### config.mk
export PLATFORM = sky130hd
export DESIGN_NAME = tilt_average_zero_deadband_top
export DESIGN_NICKNAME = d
export VERILOG_FILES = /design/src/design/tazd_pkg.sv /design/src/design/tazd_accum.sv /design/src/design/tazd_axis.sv /design/src/design/tilt_average_zero_deadband_top.sv
export SDC_FILE = /design/constraint.sdc
export NUM_CORES = 1
export LEC_CHECK = 0
export ABC_CLOCK_PERIOD_IN_PS = 23100
export BUFFER_PORTS_ARGS = -buffer_cell sky130_fd_sc_hd__buf_2
export CAP_MARGIN = 20
export CORE_MARGIN = 1.5
export CORE_UTILIZATION = 30
export DETAILED_ROUTE_END_ITERATION = 12
export GPL_TIMING_DRIVEN = 1
export MAX_ROUTING_LAYER = met4
export PLACE_DENSITY_LB_ADDON = 0.05
export REMOVE_ABC_BUFFERS = 1
export SLEW_MARGIN = 25
export SYNTH_ARGS = -nofsm -noshare
export SYNTH_HDL_FRONTEND = slang
export SYNTH_SLANG_ARGS = --single-unit
### constraint.sdc
create_clock -name clk -period 23.1 [get_ports clk]
set_input_delay 0 -clock clk [delete_from_list [all_inputs] [get_ports clk]]
set_output_delay 0 -clock clk [all_outputs]
set_load 0.02 [all_outputs]
### src/design/tazd_pkg.sv
// Shared types and constants for the tilt averaging block.
// Holds the input and result item structs and the field widths.
// No dependencies.
`timescale 1ns / 1ps
`default_nettype none

package tazd_pkg;

  // Field widths.
  localparam int ANGLE_W = 16;
  localparam int MAG_W   = 16;
  localparam int OFFS_W  = 15;
  localparam int DB_W    = 10;

  // Reset value of the deadband register.
  localparam logic [DB_W-1:0] DB_RESET = 10'd10;

  // Largest mean magnitude, limited by the offset width.
  localparam logic [OFFS_W-1:0] OFFS_MAX = {OFFS_W{1'b1}};

  // Default number of samples per block.
  localparam int AVG_LEN_DEF = 8;

  // One input item.
  typedef struct packed {
    logic signed [ANGLE_W-1:0] angle_x;
    logic signed [ANGLE_W-1:0] angle_y;
    logic                      zero_req;
    logic                      clear_offset;
  } in_item_t;

  // One result item.
  typedef struct packed {
    logic [MAG_W-1:0]          tilt_x_mag;
    logic                      tilt_x_neg;
    logic [MAG_W-1:0]          tilt_y_mag;
    logic                      tilt_y_neg;
    logic signed [ANGLE_W-1:0] tilt_x_value;
  } out_item_t;

endpackage

`default_nettype wire

### src/design/tazd_accum.sv
// Sample accumulator: sums X and Y angles over one block and counts samples.
// Flags the item after a full block as a trigger. Depends on tazd_pkg.
`timescale 1ns / 1ps
`default_nettype none

module tazd_accum
  import tazd_pkg::*;
#(
  parameter int AVG_LEN = AVG_LEN_DEF,
  localparam int SUM_W  = ANGLE_W + $clog2(AVG_LEN),
  localparam int CNT_W  = $clog2(AVG_LEN + 1)
) (
  input  wire logic                      clk,
  input  wire logic                      rst_n,
  input  wire logic                      accept,
  input  wire logic signed [ANGLE_W-1:0] angle_x,
  input  wire logic signed [ANGLE_W-1:0] angle_y,
  output logic                           trigger,
  output logic signed [SUM_W-1:0]        sum_x,
  output logic signed [SUM_W-1:0]        sum_y
);

  localparam logic [CNT_W-1:0] CNT_FULL = CNT_W'(AVG_LEN);

  logic signed [SUM_W-1:0] sum_x_r, sum_x_nxt;
  logic signed [SUM_W-1:0] sum_y_r, sum_y_nxt;
  logic [CNT_W-1:0]        cnt_r, cnt_nxt;
  logic signed [SUM_W-1:0] ext_x;
  logic signed [SUM_W-1:0] ext_y;

  // A full block makes the next item a trigger.
  assign trigger = (cnt_r == CNT_FULL);
  assign ext_x   = SUM_W'(angle_x);
  assign ext_y   = SUM_W'(angle_y);

  // Add a sample, or restart the block after a trigger.
  always_comb begin
    sum_x_nxt = sum_x_r;
    sum_y_nxt = sum_y_r;
    cnt_nxt   = cnt_r;
    if (accept) begin
      if (trigger) begin
        sum_x_nxt = '0;
        sum_y_nxt = '0;
        cnt_nxt   = '0;
      end else begin
        sum_x_nxt = sum_x_r + ext_x;
        sum_y_nxt = sum_y_r + ext_y;
        cnt_nxt   = cnt_r + CNT_W'(1);
      end
    end
  end

  always_ff @(posedge clk) begin
    if (!rst_n) begin
      sum_x_r <= '0;
      sum_y_r <= '0;
      cnt_r   <= '0;
    end else begin
      sum_x_r <= sum_x_nxt;
      sum_y_r <= sum_y_nxt;
      cnt_r   <= cnt_nxt;
    end
  end

  assign sum_x = sum_x_r;
  assign sum_y = sum_y_r;

endmodule

`default_nettype wire

### src/design/tazd_axis.sv
// Per-axis result logic: rounded block mean, offset subtraction and deadband.
// Purely combinational; state lives in the top level. Depends on tazd_pkg.
`timescale 1ns / 1ps
`default_nettype none

module tazd_axis
  import tazd_pkg::*;
#(
  parameter int AVG_LEN = AVG_LEN_DEF,
  localparam int SUM_W  = ANGLE_W + $clog2(AVG_LEN)
) (
  input  wire logic signed [SUM_W-1:0]   sum,
  input  wire logic [OFFS_W-1:0]         offset,
  input  wire logic signed [ANGLE_W-1:0] prev,
  input  wire logic [DB_W-1:0]           deadband,
  output logic [OFFS_W-1:0]              mean_abs,
  output logic signed [ANGLE_W-1:0]      rel_held,
  output logic [MAG_W-1:0]               mag,
  output logic                           neg
);

  // Division by AVG_LEN as a multiply by a rounded-up reciprocal, which is
  // exact for every dividend below 2**NUM_W.
  localparam int NUM_W  = SUM_W + 1;
  localparam int SHIFT  = NUM_W + $clog2(AVG_LEN);
  localparam int RCP_W  = NUM_W + 1;
  localparam int PROD_W = NUM_W + RCP_W;
  localparam longint unsigned RCP_VAL =
    ((64'd1 << SHIFT) + longint'(AVG_LEN) - 64'd1) / longint'(AVG_LEN);
  localparam logic [RCP_W-1:0] RCP  = RCP_W'(RCP_VAL);
  localparam logic [NUM_W-1:0] HALF = NUM_W'(AVG_LEN / 2);
  localparam int DIFF_W = ANGLE_W + 1;

  logic                      sum_neg;
  logic [SUM_W-1:0]          sum_mag;
  logic [NUM_W-1:0]          num;
  logic [PROD_W-1:0]         prod;
  logic [PROD_W-1:0]         quo_full;
  logic [NUM_W-1:0]          quo;
  logic                      mean_neg;
  logic signed [ANGLE_W-1:0] rel;
  logic signed [DIFF_W-1:0]  diff;
  logic [DIFF_W-1:0]         diff_abs;
  logic                      hold;

  // Magnitude of the sum and rounded quotient, ties away from zero.
  assign sum_neg  = sum[SUM_W-1];
  assign sum_mag  = sum_neg ? SUM_W'(-sum) : SUM_W'(sum);
  assign num      = NUM_W'(sum_mag) + HALF;
  assign prod     = PROD_W'(num) * PROD_W'(RCP);
  assign quo_full = prod >> SHIFT;
  assign quo      = quo_full[NUM_W-1:0];
  assign mean_neg = sum_neg && (quo != '0);

  // Saturate to the offset width.
  assign mean_abs = (quo > NUM_W'(OFFS_MAX)) ? OFFS_MAX : quo[OFFS_W-1:0];

  // Relative value and its arrow.
  assign rel = $signed(ANGLE_W'(mean_abs)) - $signed(ANGLE_W'(offset));
  assign neg = (offset != '0) ? rel[ANGLE_W-1] : mean_neg;

  // Hold the previous value while the change stays under the threshold.
  assign diff     = DIFF_W'(rel) - DIFF_W'(prev);
  assign diff_abs = diff[DIFF_W-1] ? DIFF_W'(-diff) : DIFF_W'(diff);
  assign hold     = diff_abs < DIFF_W'(deadband);
  assign rel_held = hold ? prev : rel;
  assign mag      = rel_held[ANGLE_W-1] ? MAG_W'(-rel_held) : MAG_W'(rel_held);

endmodule

`default_nettype wire

### src/design/tilt_average_zero_deadband_top.sv
// Tilt averaging top level: handshakes, offsets, held values, result register.
// Depends on tazd_pkg, tazd_accum and tazd_axis.
// Throughput: one item per cycle, but a trigger item stalls while a result waits.
// The result path, through the reciprocal multiply of the mean, is registered
// as the trigger is accepted. Samples are taken even while a result waits.
// Reset (synchronous, rst_n low) clears sums, count, offsets, held values,
// the zero request and the result valid flag, and sets the deadband to 10.
`timescale 1ns / 1ps
`default_nettype none

module tilt_average_zero_deadband_top
  import tazd_pkg::*;
#(
  parameter int AVG_LEN = AVG_LEN_DEF
) (
  input  wire logic            clk,
  input  wire logic            rst_n,
  input  wire logic            in_valid,
  output logic                 in_ready,
  input  wire in_item_t        in_data,
  output logic                 out_valid,
  input  wire logic            out_ready,
  output out_item_t            out_data,
  input  wire logic            cfg_valid,
  output logic                 cfg_ready,
  input  wire logic [DB_W-1:0] cfg_data
);

  localparam int SUM_W = ANGLE_W + $clog2(AVG_LEN);

  logic                      in_accept;
  logic                      trigger;
  logic signed [SUM_W-1:0]   sum_x;
  logic signed [SUM_W-1:0]   sum_y;

  logic [DB_W-1:0]           deadband_r, deadband_nxt;
  logic [OFFS_W-1:0]         offs_x_r, offs_x_nxt;
  logic [OFFS_W-1:0]         offs_y_r, offs_y_nxt;
  logic signed [ANGLE_W-1:0] prev_x_r, prev_x_nxt;
  logic signed [ANGLE_W-1:0] prev_y_r, prev_y_nxt;
  logic                      pend_r, pend_nxt;
  logic                      out_valid_r, out_valid_nxt;
  out_item_t                 out_data_r, out_data_nxt;

  logic [OFFS_W-1:0]         offs_x_eff;
  logic [OFFS_W-1:0]         offs_y_eff;
  logic                      pend_eff;
  logic [OFFS_W-1:0]         mean_x;
  logic [OFFS_W-1:0]         mean_y;
  logic signed [ANGLE_W-1:0] rel_x;
  logic signed [ANGLE_W-1:0] rel_y;
  logic [MAG_W-1:0]          mag_x;
  logic [MAG_W-1:0]          mag_y;
  logic                      neg_x;
  logic                      neg_y;

  // A sample item needs no result slot; a trigger needs the result register free.
  assign in_ready  = !trigger || !out_valid_r || out_ready;
  assign in_accept = in_valid && in_ready;
  assign cfg_ready = 1'b1;

  tazd_accum #(
    .AVG_LEN (AVG_LEN)
  ) u_accum (
    .clk     (clk),
    .rst_n   (rst_n),
    .accept  (in_accept),
    .angle_x (in_data.angle_x),
    .angle_y (in_data.angle_y),
    .trigger (trigger),
    .sum_x   (sum_x),
    .sum_y   (sum_y)
  );

  // Clear takes effect before the result of the same item is formed.
  assign offs_x_eff = in_data.clear_offset ? '0 : offs_x_r;
  assign offs_y_eff = in_data.clear_offset ? '0 : offs_y_r;
  assign pend_eff   = pend_r || in_data.zero_req;

  tazd_axis #(
    .AVG_LEN (AVG_LEN)
  ) u_axis_x (
    .sum      (sum_x),
    .offset   (offs_x_eff),
    .prev     (prev_x_r),
    .deadband (deadband_r),
    .mean_abs (mean_x),
    .rel_held (rel_x),
    .mag      (mag_x),
    .neg      (neg_x)
  );

  tazd_axis #(
    .AVG_LEN (AVG_LEN)
  ) u_axis_y (
    .sum      (sum_y),
    .offset   (offs_y_eff),
    .prev     (prev_y_r),
    .deadband (deadband_r),
    .mean_abs (mean_y),
    .rel_held (rel_y),
    .mag      (mag_y),
    .neg      (neg_y)
  );

  // State update for each accepted item and the result register.
  always_comb begin
    deadband_nxt  = deadband_r;
    offs_x_nxt    = offs_x_r;
    offs_y_nxt    = offs_y_r;
    prev_x_nxt    = prev_x_r;
    prev_y_nxt    = prev_y_r;
    pend_nxt      = pend_r;
    out_valid_nxt = out_valid_r && !out_ready;
    out_data_nxt  = out_data_r;

    if (cfg_valid) begin
      deadband_nxt = cfg_data;
    end

    if (in_accept) begin
      offs_x_nxt = offs_x_eff;
      offs_y_nxt = offs_y_eff;
      pend_nxt   = pend_eff;
      if (trigger) begin
        prev_x_nxt                = rel_x;
        prev_y_nxt                = rel_y;
        out_valid_nxt             = 1'b1;
        out_data_nxt.tilt_x_mag   = mag_x;
        out_data_nxt.tilt_x_neg   = neg_x;
        out_data_nxt.tilt_y_mag   = mag_y;
        out_data_nxt.tilt_y_neg   = neg_y;
        out_data_nxt.tilt_x_value = rel_x;
        if (pend_eff) begin
          offs_x_nxt = mean_x;
          offs_y_nxt = mean_y;
          pend_nxt   = 1'b0;
        end
      end
    end
  end

  always_ff @(posedge clk) begin
    if (!rst_n) begin
      deadband_r  <= DB_RESET;
      offs_x_r    <= '0;
      offs_y_r    <= '0;
      prev_x_r    <= '0;
      prev_y_r    <= '0;
      pend_r      <= 1'b0;
      out_valid_r <= 1'b0;
    end else begin
      deadband_r  <= deadband_nxt;
      offs_x_r    <= offs_x_nxt;
      offs_y_r    <= offs_y_nxt;
      prev_x_r    <= prev_x_nxt;
      prev_y_r    <= prev_y_nxt;
      pend_r      <= pend_nxt;
      out_valid_r <= out_valid_nxt;
    end
  end

  // Result payload needs no reset.
  always_ff @(posedge clk) begin
    out_data_r <= out_data_nxt;
  end

  assign out_valid = out_valid_r;
  assign out_data  = out_data_r;

endmodule

`default_nettype wire

======== Word level (Yosys, flattened, before mapping) ========
Index checks and enable logic that the tools add are counted.
storage, ports and cells
  bits in registers ....................... 166
  input bits .............................. 49
  word-level logic and storage cells ...... 76
cells by class
  $add $sub $neg .......................... 15
  order comparisons ....................... 4
  equality and inequality tests ........... 1
  mux-type cells .......................... 24
  reductions and logical operators ........ 15
operators with widths
  operator               count
  $mux 15                10
  $mux 19                4
  $add 19x3->20 const B  2
  $reduce_bool 20->1     2
  $add 19x16->19         2
  $neg 19->19            2
  $gt 17x15->1 const B   2
  $lt 17x10->1           2
  $mux 17                2
  $neg 17->17            2
  $sub 16x16->17         2
  $mux 16                2
  $neg 16->16            2
  $sub 15x15->16         2
  $reduce_bool 15->1     2
  $mux 1                 5
  $add 4x1->4 const B    1
  $eq 4x4->1 const B     1
  $logic_and 1x1->1      4
  $mux 4                 1
  $logic_not 1->1        3
  $logic_or 1x1->1       3
  $reduce_and 2->1       1

======== Logic depth before layout (Yosys ltp) ========
  depth after elaboration ................. 13
  depth in mapped cells ................... 54
  depth with buffers taken out ............ 49

======== By module ========
Synthesis repeated with hierarchy kept, for this count alone.
second synthesis, totals
  cell total of the unflattened synthesis .. 2,056
  area total of the unflattened synthesis .. 16,059.2 um2
by module, submodules not included
  module                          times used  cells each  area each (um2)  sequential area each (um2)
  tilt_average_zero_deadband_top  1           410         4,586.9          2,982.9
  tazd_axis (u_axis_x)            1           611         4,031.4          0.0
  tazd_axis (u_axis_y)            1           607         4,005.1          0.0
  tazd_accum                      1           428         3,435.8          840.8

======== Worst setup path after synthesis ========
OpenSTA, ideal clock, no wires.
  path kind ............................... register to register
  start point ............................. register u_accum.sum_x_r[18], in the netlist u_accum.sum_x[18]
  end point ............................... register out_data_r, in the netlist out_data[46] (data pin)
  setup time .............................. 0.264 ns
  arrival time ............................ 9.507 ns
  path slack .............................. 13.329 ns
  cell stages (with the launch flop) ...... 51
  cell sequence ........................... dfxtp_1 clkbuf_1 clkbuf_1 nand2_1 xnor2_1 ha_1 inv_1 nor4_1 a32o_1 nand4_1 o21ai_0 nor2_1 ha_1 fa_1 nor2b_1 o21ai_0 nand2b_1 nand3_1 [... 15 more ...] a21boi_0 o21a_1 o21ai_0 a21oi_1 o211ai_1 nand2_1 nand3_1 o2111ai_1 nor4b_4 buf_2 buf_2 a21oi_1 inv_1 ha_1 nand2_1 or3b_1 o41a_1 xnor2_1
between the ends
  word-level cells in the longest chain between the ends .. 13
ends and longest elaborated chain
  element                 line                                   source
  start, declared         tazd_accum.sv:25                       logic signed [SUM_W-1:0] sum_x_r, sum_x_nxt;
  start signal, assigned  tazd_accum.sv:60                       sum_x_r <= sum_x_nxt;
  $neg 19->19             tazd_axis.sv:48                        assign sum_mag = sum_neg ? SUM_W'(-sum) : SUM_W'(sum);
  $mux 19 (*)             tazd_axis.sv:48
  $add 19x3->20 (*)       tazd_axis.sv:49                        assign num = NUM_W'(sum_mag) + HALF;
  $gt 17x15->1            tazd_axis.sv:56                        assign mean_abs = (quo > NUM_W'(OFFS_MAX)) ? OFFS_MAX : quo[OFFS_W-1:0];
  $mux 15 (*)             tazd_axis.sv:56
  $sub 15x15->16 (*)      tazd_axis.sv:59                        assign rel = $signed(ANGLE_W'(mean_abs)) - $signed(ANGLE_W'(offset));
  $sub 16x16->17          tazd_axis.sv:63                        assign diff = DIFF_W'(rel) - DIFF_W'(prev);
  $neg 17->17             tazd_axis.sv:64                        assign diff_abs = diff[DIFF_W-1] ? DIFF_W'(-diff) : DIFF_W'(diff);
  $mux 17                 tazd_axis.sv:64
  $lt 17x10->1            tazd_axis.sv:65                        assign hold = diff_abs < DIFF_W'(deadband);
  $mux 16 (*)             tazd_axis.sv:66                        assign rel_held = hold ? prev : rel;
  via rel_x[1]            tilt_average_zero_deadband_top.sv:50   logic signed [ANGLE_W-1:0] rel_x;
  $neg 16->16 (*)         tazd_axis.sv:67                        assign mag = rel_held[ANGLE_W-1] ? MAG_W'(-rel_held) : MAG_W'(rel_held);
  $mux 15 (*)             tazd_axis.sv:67
  via mag_x[12]           tilt_average_zero_deadband_top.sv:52   logic [MAG_W-1:0] mag_x;
  end signal, assigned    tilt_average_zero_deadband_top.sv:165  out_data_r <= out_data_nxt;
  end, declared           tilt_average_zero_deadband_top.sv:43   out_item_t out_data_r, out_data_nxt;
The timed path passes the listed nets; every way through them passes the cells marked *.
A chain may end at the register's enable or synchronous reset.

======== Worst setup path after layout ========
Ends and elaborated chain as after synthesis.

==> out/summary.txt <==
Avg Cell Area, Syn - 7.78 µm²
Num CTS Buffers - 17
Largest net degree at the start of global routing - 63
Fill count - 5294
Ratio of cells with drive above 1 in the final layout - 0.0947
Drt pass-1 iters - 5
Pleak - 6.60 nW
PortBufs - 100
CTS Sinks - 165
Clk buf depth - 2
Slew @ Worst Pin - 892 ps
WL/cell - 17.7 µm
Yosys cell types - 96
YS warnings - 0
R2R cell count - 46
Fin crit share - 0.475
Global-route wire length before repair - 74600 µm
Sequential-to-total area share from yosys stat - 0.254
Worst setup SP type - flop
HPWL after DPL - 36600 µm
H-tree depth - 4
Max incr delay on CP - 780 ps
Final Cell Area - 16900 µm²
CP max FO - 37
Nets - 2175
FF+latch count, synth - 165
DP Area - 16000 µm²
Number of global-route vias before repair - 13300
Post-synth EDFFs - 49
Most common cell after layout, fill and taps aside - nor2_1
Die width - 226 µm
Latest clock arrival within the worst-skew pair - 490 ps
DR vias - 13900
Hold Crit Class - input port to flop
Total GRT Usage - 0.195
Detail Route Antenna Nets - 0
Slew HR - 0.394
Root Driver - clkbuf_16
Initial antenna violation count - 0
Area growth syn-to-layout - 13.4%
Maximum clock rate - 91.1 MHz
Cell Area, Synth - 14900 µm²
Max cap viols - 0
Hold Crit Depth - 5
# IOs - 102
DRC viols - 0
Die height - 226 µm
Final setup TNS - 0 ps
Minimum clock period - 10980 ps
Rows - 81
DR iter-0 viols - 866
Remaining Overflow, GRT - 0
Main synth FF type - dfxtp_1
ANT cells - 0
Final Max Slew Viols - 0
Critical Path AT - 11200 ps
Post-Synthesis Cells - 1921
Pwr/cell area - 141 nW/µm²
Required time worst endpoint - 23320 ps
Most frequent cells in the layout - nor2_1 (245), nand2_1 (181), a21oi_1 (141)
Share of flip-flops with an asynchronous set or reset - 0
Routed vias/inst - 5.19
Hold Fails Final Rpt - 0
Crit end category - flop
Outcome - complete, no violations
Drt total wl - 47200 µm
Clk pin slew, worst setup/hold paths - 60 ps
Gpl congestion - 0.858
Final setup viols - 0
Crit Path Category - flop to flop
RSZ-0062 raised after global routing - no
Max rail drop VDD - 63.4 µV
Initial Util - 0.305
Clk_skew - 12.1 ps
CTS tree - built
Slowest stage cell, crit path - dfxtp_1
Core Area - 49100 µm²
Die Area - 51200 µm²
power breakdown:
| part | internal (mW) | total [mW] | leakage, nW | switching (mW) |
|---|---|---|---|---|
| logic | 0.668 | 1.70 | 4.92 | 1.04 |
| registers | 0.346 | 0.370 | 1.39 | 0.0240 |
| clock network | 0.179 | 0.311 | 0.293 | 0.132 |
worst max-delay path: cells and delay by family, from the launching register on:
| kind | cells | cell delay, ps |
|---|---|---|
| simple gates | 16 | 3070 |
| flops | 1 | 780 |
| compound gates | 19 | 4080 |
| fa+ha+maj | 6 | 1750 |
| xor+xnor | 2 | 360 |
| buf+inv | 3 | 620 |
through the flow:
stage	total power [mW]	setup slack, ps	utilization	hold slack, ps	cells
final	2.39	12120	0.345	52.2	2671
after global routing	2.63	11010	0.345	59.7	2671
after CTS	2.40	12120	0.345	5.60	2671
after detailed placement	2.07	12140	0.327	231	2609
after global placement	2.08	12250	0.326	228	2609
after floorplan	1.67	13020	-	98.6	1834
timing repair:
action                    CTS  global route
gates resized for setup     0             0
hold endpoints to repair   21             0
hold buffers               30             0
buffers inserted            0             0
routing by layer:
metal | global-route usage | share of wire | up-vias
met2 | 0.316 | 0.47 | 225
met3 | 0.0306 | 0.027 | 48
met1 | 0.246 | 0.48 | 6541
met4 | 0.0630 | 0.021 | 0
li1 | - | - | 7051
met5 | - | 0 | -
Yosys cell counts (14+ instances only):
cell type,instances,area (µm²)
dfxtp_1,116,2320
ha_1,126,1580
a21o_1,22,165
or3_1,26,163
clkbuf_1,64,240
inv_1,107,402
o31ai_1,14,105
mux2i_1,34,340
nor4_1,22,138
o21ai_0,83,415
o211ai_1,17,128
a211oi_1,29,218
xnor2_1,119,1040
nand2_1,181,679
nor2b_1,17,106
edfxtp_1,49,1470
nand4_1,25,156
o21a_1,22,165
nand3_1,38,190
nor2_1,245,920
and2_1,14,87.6
and3_1,22,138
nand2b_1,17,106
nor3_1,49,245
buf_2,14,70.1
a31oi_1,14,87.6
a22oi_1,56,420
xor2_1,46,403
a21oi_1,141,706
cell type report:
| type | instances | area [µm²] | share of cell area |
|---|---|---|---|
| multi-input cells | 1559 | 10400 | 0.614 |
| flip-flops and latches | 165 | 3790 | 0.224 |
| repair buffers | 141 | 883 | 0.0521 |
| well taps | 664 | 831 | 0.0490 |
| clock buffers | 21 | 472 | 0.0278 |
| inverters | 110 | 419 | 0.0247 |
| clock inverters | 11 | 148 | 0.00872 |
sequential cells by signal, summed over array words and instances, names as in the netlist:
name / count
deadband_r: 10
offs_x_r: 15
offs_y_r: 15
out_data: 49
out_valid: 1
pend_r: 1
prev_x_r: 16
prev_y_r: 16
u_accum.cnt_r: 4
u_accum.sum_x: 19
u_accum.sum_y: 19
worst paths after layout:
| check | from | end | slack (ps) |
|---|---|---|---|
| worst max-delay path | u_accum.sum_x[18]$_SDFFE_PN0P_ | out_data[46]$_DFFE_PP_ | 12120 |
| worst min-delay path | in_data[4] | u_accum.sum_y[2]$_SDFFE_PN0P_ | 50 |
| worst max register to register | u_accum.sum_x[18]$_SDFFE_PN0P_ | out_data[46]$_DFFE_PP_ | 12120 |
| worst min register to register | prev_y_r[13]$_SDFFE_PN0P_ | prev_y_r[13]$_SDFFE_PN0P_ | 460 |
kinds of logic (layout without fill, tap and decap cells):
| family | count (synthesis) | after routing | synth area share |
|---|---|---|---|
| buffers and inverters | 197 | 283 | 0.0512 |
| xor gates and xnor gates | 165 | 165 | 0.0967 |
| and+or+nand+nor | 724 | 724 | 0.235 |
| DFF | 165 | 165 | 0.254 |
| other | 1 | 1 | 0.000251 |
| muxes | 43 | 43 | 0.0300 |
| AOI/OAI and AO/OA | 493 | 493 | 0.219 |
| adders and majority gates | 133 | 133 | 0.114 |
Power figures use the tool's default switching activity.
